===== config.mk =====
export PLATFORM = sky130hd
export DESIGN_NAME = pixel_format_to_rgba_unpacker_top_flat
export DESIGN_NICKNAME = d
export VERILOG_FILES = /design/src/hw/rtl/pfru_pkg.sv /design/src/hw/rtl/pfru_if.sv /design/src/hw/rtl/pfru_expand.sv /design/src/hw/rtl/pixel_format_to_rgba_unpacker_top.sv /design/src/flat_wrapper.sv
export SDC_FILE = /design/constraint.sdc
export NUM_CORES = 1
export LEC_CHECK = 0
export ABC_AREA = 1
export ABC_CLOCK_PERIOD_IN_PS = 7600
export BUFFER_PORTS_ARGS = -buffer_cell sky130_fd_sc_hd__clkbuf_2
export CAP_MARGIN = 20
export CORE_MARGIN = 4
export CORE_UTILIZATION = 37
export CTS_BUF_LIST = sky130_fd_sc_hd__clkbuf_4
export DETAILED_ROUTE_END_ITERATION = 12
export MAX_ROUTING_LAYER = met4
export PLACE_DENSITY = 0.63
export SLEW_MARGIN = 20
export SYNTH_ARGS = -nofsm -noshare
export SYNTH_HDL_FRONTEND = slang
export SYNTH_SLANG_ARGS = --single-unit

===== constraint.sdc =====
create_clock -name clk -period 7.6 [get_ports clk]
set_input_delay 0.76 -clock clk [delete_from_list [all_inputs] [get_ports clk]]
set_output_delay 0.76 -clock clk [all_outputs]
set_load 0.02 [all_outputs]

===== src/hw/rtl/pfru_pkg.sv =====
`default_nettype none

package pfru_pkg;

	localparam int BYTE_W  = 8;
	localparam int FMT_W   = 4;
	localparam int DIM_W   = 13;
	localparam int PITCH_W = 15;
	localparam int ROW_W   = 12;
	localparam int HELD_W  = 24;
	localparam int ACT_W   = DIM_W + 2;
	localparam int CFG_W   = PITCH_W;
	localparam int CFG_IDX_W = 2;

	localparam int MAX_WIDTH_DEF = 4096;
	localparam int MAX_PITCH_DEF = 16384;
	localparam int MAX_ROWS      = 4096;

	localparam logic [BYTE_W-1:0] FULL = 8'hFF;

	localparam logic [DIM_W-1:0]   RST_WIDTH  = 13'd1;
	localparam logic [DIM_W-1:0]   RST_HEIGHT = 13'd1;
	localparam logic [PITCH_W-1:0] RST_PITCH  = 15'd4;

	typedef enum logic [FMT_W-1:0] {
		FMT_ONE_ALPHA = 4'd0,
		FMT_ALPHA     = 4'd1,
		FMT_LUM       = 4'd2,
		FMT_RED       = 4'd3,
		FMT_LUM_ALPHA = 4'd4,
		FMT_RG        = 4'd5,
		FMT_RGB       = 4'd6,
		FMT_BGR       = 4'd7,
		FMT_BGRA      = 4'd8,
		FMT_RGBA      = 4'd9
	} fmt_t;

	typedef enum logic [CFG_IDX_W-1:0] {
		REG_PIXEL_FORMAT = 2'd0,
		REG_IMAGE_WIDTH  = 2'd1,
		REG_IMAGE_HEIGHT = 2'd2,
		REG_ROW_PITCH    = 2'd3
	} reg_idx_t;

	typedef struct packed {
		logic [BYTE_W-1:0] red;
		logic [BYTE_W-1:0] green;
		logic [BYTE_W-1:0] blue;
		logic [BYTE_W-1:0] alpha;
	} rgba_t;

	// bytes per pixel of a format
	function automatic logic [2:0] pfru_bpp(input fmt_t fmt);
		logic [2:0] n;
		unique case (fmt)
			FMT_ONE_ALPHA, FMT_ALPHA, FMT_LUM, FMT_RED: n = 3'd1;
			FMT_LUM_ALPHA, FMT_RG:                      n = 3'd2;
			FMT_RGB, FMT_BGR:                           n = 3'd3;
			default:                                    n = 3'd4;
		endcase
		return n;
	endfunction

endpackage

`default_nettype wire


===== src/hw/rtl/pfru_if.sv =====
`default_nettype none

interface pfru_byte_if;
	logic       valid;
	logic       ready;
	logic [7:0] data_byte;

	modport source (output valid, output data_byte, input ready);
	modport sink   (input valid, input data_byte, output ready);
endinterface

interface pfru_pix_if;
	logic       valid;
	logic       ready;
	logic [7:0] red;
	logic [7:0] green;
	logic [7:0] blue;
	logic [7:0] alpha;
	logic       image_done;

	modport source (output valid, output red, output green, output blue, output alpha,
		output image_done, input ready);
	modport sink   (input valid, input red, input green, input blue, input alpha,
		input image_done, output ready);
endinterface

`default_nettype wire


===== src/hw/rtl/pfru_expand.sv =====
`default_nettype none

// Map the gathered channel bytes of one pixel onto RGBA, filling absent channels.
module pfru_expand
	import pfru_pkg::*;
(
	input  fmt_t                   fmt,
	input  logic [3:0][BYTE_W-1:0] v,
	output rgba_t                  px
);

	always_comb begin
		unique case (fmt)
			FMT_ONE_ALPHA: px = '{red: FULL, green: FULL, blue: FULL, alpha: v[0]};
			FMT_ALPHA:     px = '{red: '0, green: '0, blue: '0, alpha: v[0]};
			FMT_LUM:       px = '{red: v[0], green: v[0], blue: v[0], alpha: FULL};
			FMT_RED:       px = '{red: v[0], green: '0, blue: '0, alpha: FULL};
			FMT_LUM_ALPHA: px = '{red: v[0], green: v[0], blue: v[0], alpha: v[1]};
			FMT_RG:        px = '{red: v[0], green: v[1], blue: '0, alpha: FULL};
			FMT_RGB:       px = '{red: v[0], green: v[1], blue: v[2], alpha: FULL};
			FMT_BGR:       px = '{red: v[2], green: v[1], blue: v[0], alpha: FULL};
			FMT_BGRA:      px = '{red: v[2], green: v[1], blue: v[0], alpha: v[3]};
			default:       px = '{red: v[0], green: v[1], blue: v[2], alpha: v[3]};
		endcase
	end

endmodule

`default_nettype wire


===== src/hw/rtl/pixel_format_to_rgba_unpacker_top.sv =====
// A pixel is offered on the output once the byte completing it has been taken into the
// input register and the pixel has then been loaded into the result register.
// Throughput: one byte per cycle sustained while the result register has room for each
// completing byte.
// A pixel waiting on the output does not stop padding or partial-pixel bytes.
// Reset (arst_n low, asynchronous): registers return to rgba, 1x1, pitch 4; counters
// and held bytes clear; no transaction is pending on either side.
`default_nettype none

module pixel_format_to_rgba_unpacker_top
	import pfru_pkg::*;
#(
	parameter int MAX_WIDTH = MAX_WIDTH_DEF,
	parameter int MAX_PITCH = MAX_PITCH_DEF
) (
	input  wire logic                 clk,
	input  wire logic                 arst_n,
	input  wire logic                 cfg_wr_en,
	input  wire logic [CFG_IDX_W-1:0] cfg_index,
	input  wire logic [CFG_W-1:0]     cfg_wdata,
	pfru_byte_if.sink                 bytes,
	pfru_pix_if.source                pixels
);

	// byte_in_row never reaches the pitch, so it needs clog2 of the largest pitch
	localparam int BIR_W = $clog2(MAX_PITCH);
	// common width for position and pitch comparisons
	localparam int CW = ((BIR_W > ACT_W) ? BIR_W : ACT_W) + 1;

	// Configuration registers
	logic [FMT_W-1:0]   pixel_format_q;
	logic [DIM_W-1:0]   image_width_q;
	logic [DIM_W-1:0]   image_height_q;
	logic [PITCH_W-1:0] row_pitch_q;

	// Position state
	logic [BIR_W-1:0]  bir_q;
	logic [ROW_W-1:0]  row_q;
	logic [1:0]        bip_q;
	logic [HELD_W-1:0] held_q;

	// Input register
	logic              valid_s1;
	logic [BYTE_W-1:0] byte_s1;

	// Result register
	logic              valid_s2;
	rgba_t             px_s2;
	logic              done_s2;

	fmt_t                   fmt;
	logic [2:0]             bpp;
	logic [DIM_W-1:0]       w_eff;
	logic [DIM_W-1:0]       h_eff;
	logic [CW-1:0]          pitch_eff;
	logic [ACT_W-1:0]       active;
	logic                   in_active;
	logic                   complete;
	logic                   emit;
	logic                   done;
	logic                   out_free;
	logic                   adv_s1;
	logic [CW-1:0]          bir_inc;
	logic [DIM_W-1:0]       row_inc;
	logic [3:0][BYTE_W-1:0] chan;
	rgba_t                  px;

	// ---------------------------------------------------------------
	// Configuration writes: take effect at once, state is left alone
	// ---------------------------------------------------------------
	always_ff @(posedge clk or negedge arst_n) begin
		if (!arst_n) begin
			pixel_format_q <= FMT_RGBA;
			image_width_q  <= RST_WIDTH;
			image_height_q <= RST_HEIGHT;
			row_pitch_q    <= RST_PITCH;
		end else if (cfg_wr_en) begin
			unique case (reg_idx_t'(cfg_index))
				REG_PIXEL_FORMAT: pixel_format_q <= cfg_wdata[FMT_W-1:0];
				REG_IMAGE_WIDTH:  image_width_q  <= cfg_wdata[DIM_W-1:0];
				REG_IMAGE_HEIGHT: image_height_q <= cfg_wdata[DIM_W-1:0];
				REG_ROW_PITCH:    row_pitch_q    <= cfg_wdata[PITCH_W-1:0];
			endcase
		end
	end

	// ---------------------------------------------------------------
	// Effective geometry: unused format codes read as rgba, sizes clamp
	// ---------------------------------------------------------------
	always_comb begin
		fmt = (pixel_format_q > FMT_W'(FMT_RGBA)) ? FMT_RGBA : fmt_t'(pixel_format_q);
		bpp = pfru_bpp(fmt);

		if (32'(image_width_q) > MAX_WIDTH) w_eff = DIM_W'(MAX_WIDTH);
		else                                w_eff = image_width_q;

		if (image_height_q == '0)                  h_eff = DIM_W'(1);
		else if (32'(image_height_q) > MAX_ROWS)   h_eff = DIM_W'(MAX_ROWS);
		else                                       h_eff = image_height_q;

		if (row_pitch_q == '0)                     pitch_eff = CW'(1);
		else if (CW'(row_pitch_q) > CW'(MAX_PITCH)) pitch_eff = CW'(MAX_PITCH);
		else                                       pitch_eff = CW'(row_pitch_q);

		// width times bytes per pixel, by shift and add
		unique case (bpp)
			3'd1:    active = ACT_W'(w_eff);
			3'd2:    active = {1'b0, w_eff, 1'b0};
			3'd3:    active = ACT_W'(w_eff) + {1'b0, w_eff, 1'b0};
			default: active = {w_eff, 2'b00};
		endcase
	end

	// ---------------------------------------------------------------
	// Per-byte decisions on the byte in the input register
	// ---------------------------------------------------------------
	assign in_active = CW'(bir_q) < CW'(active);
	assign complete  = ({1'b0, bip_q} + 3'd1) >= bpp;
	assign emit      = valid_s1 && in_active && complete;
	assign bir_inc   = CW'(bir_q) + CW'(1);
	assign row_inc   = DIM_W'(row_q) + DIM_W'(1);
	assign done      = emit && (bir_inc == CW'(active)) && (row_inc == h_eff);

	// Advance a padding or partial byte at once; a completing byte waits for
	// room in the result register.
	assign out_free = !valid_s2 || pixels.ready;
	assign adv_s1   = valid_s1 && (!emit || out_free);
	assign bytes.ready = !valid_s1 || adv_s1;

	// Channel bytes: held bytes below, the current byte in the last slot
	always_comb begin
		chan[0] = held_q[7:0];
		chan[1] = held_q[15:8];
		chan[2] = held_q[23:16];
		chan[3] = '0;
		unique case (bpp)
			3'd1:    chan[0] = byte_s1;
			3'd2:    chan[1] = byte_s1;
			3'd3:    chan[2] = byte_s1;
			default: chan[3] = byte_s1;
		endcase
	end

	pfru_expand u_expand (
		.fmt (fmt),
		.v   (chan),
		.px  (px)
	);

	// ---------------------------------------------------------------
	// Input register: take a transaction whenever the stage empties
	// ---------------------------------------------------------------
	always_ff @(posedge clk or negedge arst_n) begin
		if (!arst_n) begin
			valid_s1 <= 1'b0;
		end else if (bytes.ready) begin
			valid_s1 <= bytes.valid;
		end
	end

	always_ff @(posedge clk) begin
		if (bytes.ready && bytes.valid) begin
			byte_s1 <= bytes.data_byte;
		end
	end

	// ---------------------------------------------------------------
	// Row, pixel and held-byte state
	// ---------------------------------------------------------------
	always_ff @(posedge clk or negedge arst_n) begin
		if (!arst_n) begin
			bir_q  <= '0;
			row_q  <= '0;
			bip_q  <= '0;
			held_q <= '0;
		end else if (adv_s1) begin
			if (done) begin
				// end of image: restart every counter
				bir_q  <= '0;
				row_q  <= '0;
				bip_q  <= '0;
				held_q <= '0;
			end else if (bir_inc >= pitch_eff) begin
				// end of row: drop any partial pixel, wrap the row counter
				bir_q  <= '0;
				bip_q  <= '0;
				held_q <= '0;
				row_q  <= (row_inc >= h_eff) ? '0 : row_inc[ROW_W-1:0];
			end else begin
				bir_q <= bir_inc[BIR_W-1:0];
				if (in_active) begin
					if (complete) begin
						bip_q  <= '0;
						held_q <= '0;
					end else begin
						held_q <= held_q | (HELD_W'(byte_s1) << {bip_q, 3'b000});
						bip_q  <= bip_q + 2'd1;
					end
				end
			end
		end
	end

	// ---------------------------------------------------------------
	// Result register: hold until taken, load when a pixel completes
	// ---------------------------------------------------------------
	always_ff @(posedge clk or negedge arst_n) begin
		if (!arst_n) begin
			valid_s2 <= 1'b0;
		end else if (adv_s1 && emit) begin
			valid_s2 <= 1'b1;
		end else if (pixels.ready) begin
			valid_s2 <= 1'b0;
		end
	end

	always_ff @(posedge clk) begin
		if (adv_s1 && emit) begin
			px_s2   <= px;
			done_s2 <= done;
		end
	end

	assign pixels.valid      = valid_s2;
	assign pixels.red        = px_s2.red;
	assign pixels.green      = px_s2.green;
	assign pixels.blue       = px_s2.blue;
	assign pixels.alpha      = px_s2.alpha;
	assign pixels.image_done = done_s2;

	// ---------------------------------------------------------------
	// Assertions
	// ---------------------------------------------------------------

	// No partial pixel means no held bytes
	a_held_clear: assert property (@(posedge clk) disable iff (!arst_n)
		(bip_q == 2'd0) |-> (held_q == '0))
		else $error("held bytes not clear at pixel start");

	// The flagged pixel restarts the image
	a_done_restart: assert property (@(posedge clk) disable iff (!arst_n)
		(adv_s1 && done) |=> (bir_q == '0 && row_q == '0 && bip_q == 2'd0))
		else $error("counters not cleared after last pixel");

	// A completing byte blocked by a full result register stays put
	a_s1_hold: assert property (@(posedge clk) disable iff (!arst_n)
		(valid_s1 && !adv_s1) |=> (valid_s1 && $stable(byte_s1)))
		else $error("input register lost a stalled byte");

endmodule

`default_nettype wire


===== src/flat_wrapper.sv =====
// flat-port wrapper written by rule: the top's interface ports become plain ports
module pixel_format_to_rgba_unpacker_top_flat import pfru_pkg::*;
#(
	parameter int MAX_WIDTH = MAX_WIDTH_DEF,
	parameter int MAX_PITCH = MAX_PITCH_DEF
)
  (clk, arst_n, cfg_wr_en, cfg_index, cfg_wdata, bytes_valid, bytes_data_byte, bytes_ready, pixels_valid, pixels_red, pixels_green, pixels_blue, pixels_alpha, pixels_image_done, pixels_ready);
  pfru_byte_if bytes_i ();
  pfru_pix_if pixels_i ();
  input  wire logic clk;
  input  wire logic arst_n;
  input  wire logic cfg_wr_en;
  input  wire logic [CFG_IDX_W-1:0] cfg_index;
  input  wire logic [CFG_W-1:0] cfg_wdata;
  input wire logic [$bits(bytes_i.valid)-1:0] bytes_valid;
  input wire logic [$bits(bytes_i.data_byte)-1:0] bytes_data_byte;
  output wire logic [$bits(bytes_i.ready)-1:0] bytes_ready;
  output wire logic [$bits(pixels_i.valid)-1:0] pixels_valid;
  output wire logic [$bits(pixels_i.red)-1:0] pixels_red;
  output wire logic [$bits(pixels_i.green)-1:0] pixels_green;
  output wire logic [$bits(pixels_i.blue)-1:0] pixels_blue;
  output wire logic [$bits(pixels_i.alpha)-1:0] pixels_alpha;
  output wire logic [$bits(pixels_i.image_done)-1:0] pixels_image_done;
  input wire logic [$bits(pixels_i.ready)-1:0] pixels_ready;
  assign bytes_i.valid = bytes_valid;
  assign bytes_i.data_byte = bytes_data_byte;
  assign bytes_ready = bytes_i.ready;
  assign pixels_valid = pixels_i.valid;
  assign pixels_red = pixels_i.red;
  assign pixels_green = pixels_i.green;
  assign pixels_blue = pixels_i.blue;
  assign pixels_alpha = pixels_i.alpha;
  assign pixels_image_done = pixels_i.image_done;
  assign pixels_i.ready = pixels_ready;
  pixel_format_to_rgba_unpacker_top #(.MAX_WIDTH(MAX_WIDTH), .MAX_PITCH(MAX_PITCH)) u_core (.clk(clk), .arst_n(arst_n), .cfg_wr_en(cfg_wr_en), .cfg_index(cfg_index), .cfg_wdata(cfg_wdata), .bytes(bytes_i), .pixels(pixels_i));
endmodule

==> flow_metrics.tcl <==
set metrics [dict create \
    synthArstFlopShare 0.707 \
    critPathMaxFanout 15 \
    insertion_delay_ns 0.57 \
    post_cts_buffers 0 \
    finalClockSkew_ns 0.0266 \
    rows 58 \
    drtPass1Iterations 5 \
    synth-adder-area-share 0.0790 \
    critPathCaptureType "output port" \
    grt_pass1_wl_um 44200 \
    rsz0062_at_grt "no" \
    synth_area_leaders "dfrtp_1, nand2_1, edfxtp_1" \
    worst_slack_ns 1.91 \
    cts_inserted_buffers 17 \
    top_usage_layer "met2" \
    yosysUniqueCellTypes 50 \
    cts_tree "done" \
    dieHeight_um 169 \
    synth_ff_type "dfrtp_1" \
    io_buffer_count 64 \
    yosys-top-cells-count "nand2_1, inv_1, o21ai_0" \
    grt_start_max_net_pins 70 \
    grt_use_met2 0.283 \
    outcome "finished clean" \
    pre_cts_ws_ns 2.66 \
    synth.top_cell.area_share 0.245 \
    cts-hold-fix-buffers 0 \
    max-vdd-ir-drop_uv 124 \
    finalMaxSlewViolations 0 \
    cts_resized 0 \
    drc_errors 0 \
    path_class "reg -> out" \
    place_congestion 0.951 \
    syn_nets 1391 \
    ys_ff_latch 140 \
    regArea_um2 3710 \
    seq_area_frac_synth 0.387 \
    clkSinkCount 140 \
    period_share 0.749 \
    synthSimpleGateAreaFrac 0.307 \
    synth_most_common_cell "nand2_1" \
    synth.avg_cell_area_um2 7.38 \
    antenna_found_initial 1 \
    cts-root-buf "clkbuf_4" \
    synth_top_family_by_area "simple AND/OR/NAND/NOR gates" \
    drtIter0Drc 868 \
    viasPerCell 5.25 \
    hpwlAfterDp_um 20900 \
    synth_compound_area_frac 0.134 \
    cp-start-kind "flip-flop" \
    ios 65 \
    die_w_um 169 \
    htree_levels 4 \
    ys_warn_count 0 \
    gr-usage-met1 0.283 \
    postRouteAntennaNets 0 \
    fillCellCount 2561 \
    start_util 0.379 \
    vias 8887 \
    met3_usage 0.0388 \
    die-area_um2 28600 \
    worstMarginPinSlew_ns 1.07 \
    syn2layout_area_growth_pct 9.02 \
    wl_per_cell_um 16.2 \
    multi_input_area_um2 5130 \
    powerDensity_nw_per_um2 291 \
    muxShareOfSynthArea 0.00117 \
    cap_violations 0 \
    synth_enable_flop_cells 41 \
    drive_above_1_share 0.105 \
    finalSetupTns_ns 0 \
    clock.fmax_ghz 0.176 \
    setup-violations-final 0 \
    grt_util_all_layers 0.198 \
    finalWirelength_um 27300 \
    hold_viol_final 0 \
    synthXorXnorAreaFrac 0.0128 \
    p_leak_nw 5.23 \
    period_needed_ns 5.69 \
    critPathRequiredTime_ns 6.84 \
    syn_area_um2 9600 \
    grt_overflow 0 \
    grt_pass1_vias 8243 \
    core_um2 25300 \
    nets 1439 \
    cts_buffer_depth 2 \
    yosysTopAreaCell "dfrtp_1" \
    worstPathArrival_ns 4.93 \
    synthCells 1301 \
    max_slew_margin 0.285 \
    cts.clk_slew.worst_paths_ns 0.15 \
    min_path_type "in -> async" \
]
routing by layer:
layer / wire, um / share of wire / vias to the layer above
met3: 1950 / 0.071 / 47
met5: 0 / 0 / -
met2: 11500 / 0.42 / 340
li1: - / - / 4430
met4: 612 / 0.022 / 0
met1: 13300 / 0.49 / 4070
path summary, 6_finish.rpt:
check	slack, ns	end	from	cells past startpoint
min reg2reg	0.49	u_core.held_q[5]	u_core.held_q[5]	2
min in group clk	0.36	u_core.byte_s1[6]	bytes_data_byte[6]	1
max in group asynchronous	6.23	u_core.held_q[22]	arst_n	2
max	1.91	bytes_ready	u_core.image_width_q[12]	25
max reg2reg	2.45	u_core.held_q[22]	u_core.image_width_q[12]	29
min	0.11	u_core.row_q[6]	arst_n	1
power by group:
group | switching [W] | total, W | internal [W] | leakage, nW
clock | 0.000336 | 0.000517 | 0.000181 | 0.159
combinational | 0.000921 | 0.00137 | 0.000451 | 3.40
sequential | 0.000172 | 0.00115 | 0.000981 | 1.67
total | 0.00143 | 0.00304 | 0.00161 | 5.23
cells by family after synthesis:
logic type                 Yosys count
xor gates and xnor gates            14
muxes                                1
AOI/OAI and AO/OA                  223
adders and majority gates           60
and+or+nand+nor                    676
buffers and inverters              187
DFF                                140
cell usage in the layout, fill, tap and decap left out, types with 13 or more instances in the layout:
cell and instances:
a21oi_1 48, edfxtp_1 41, nand4_1 19, o211ai_1 15, inv_1 142, nor3_1 14, ha_1 59, clkbuf_4 17
nand3_1 91, dfrtp_1 94, nor2_1 68, nor3b_1 19, o21ai_0 102, nand2_1 428, clkbuf_2 63, o21bai_1 13
area by class of cell:
type | count | share of cell area
flip-flops and latches | 140 | 0.355
well taps | 330 | 0.0395
inverters | 148 | 0.0533
clock buffers | 17 | 0.0122
diodes | 1 | 0.000239
multi-input cells | 974 | 0.490
repair buffers | 68 | 0.0337
clock inverters | 15 | 0.0161
per-stage QoR:
step / total power, W / util / cell area [um2] / hold slack, ns / cells
5_1_grt: 0.00328 / 0.413 / 10500 / 0.0924 / 1693
2_1_floorplan: 0.00213 / - / 9600 / 0.442 / 1301
4_1_cts: 0.00305 / 0.413 / 10500 / 0.0728 / 1692
3_3_place_gp: 0.00250 / 0.401 / 10200 / 0.454 / 1660
6_report: 0.00304 / 0.413 / 10500 / 0.108 / 1693
3_5_place_dp: 0.00252 / 0.401 / 10200 / 0.462 / 1660
worst max-delay path: stages (launching register included):
cell      delay, ns
dfrtp_1        0.69
nand2_1        0.37
nand2_1        0.18
inv_1          0.10
ha_1           0.40
nor2_1         0.08
a21oi_1        0.30
nand2_1        0.14
nand2_1        0.08
nand2_1        0.05
nand3_1        0.08
nand4_1        0.18
nand2_1        0.15
ha_1           0.25
a21oi_1        0.15
o21a_1         0.13
nand2_1        0.06
nand2_1        0.06
nand2_1        0.06
nand4_1        0.07
nand2_1        0.05
nand2_1        0.11
nand3_2        0.13
inv_2          0.10
nand3_2        0.15
clkbuf_2       0.22
flip-flops by register name (all words and copies together) (netlist names), 8 cells and up:
register               cells
u_core.bir_q              14
u_core.row_q              12
u_core.image_width_q      13
u_core.image_height_q     13
u_core.row_pitch_q        15
u_core.pixels.alpha        8
u_core.pixels.blue         8
u_core.held_q             24
u_core.byte_s1             8
u_core.pixels.green        8
u_core.pixels.red          8
Power figures use the tool's default switching activity.
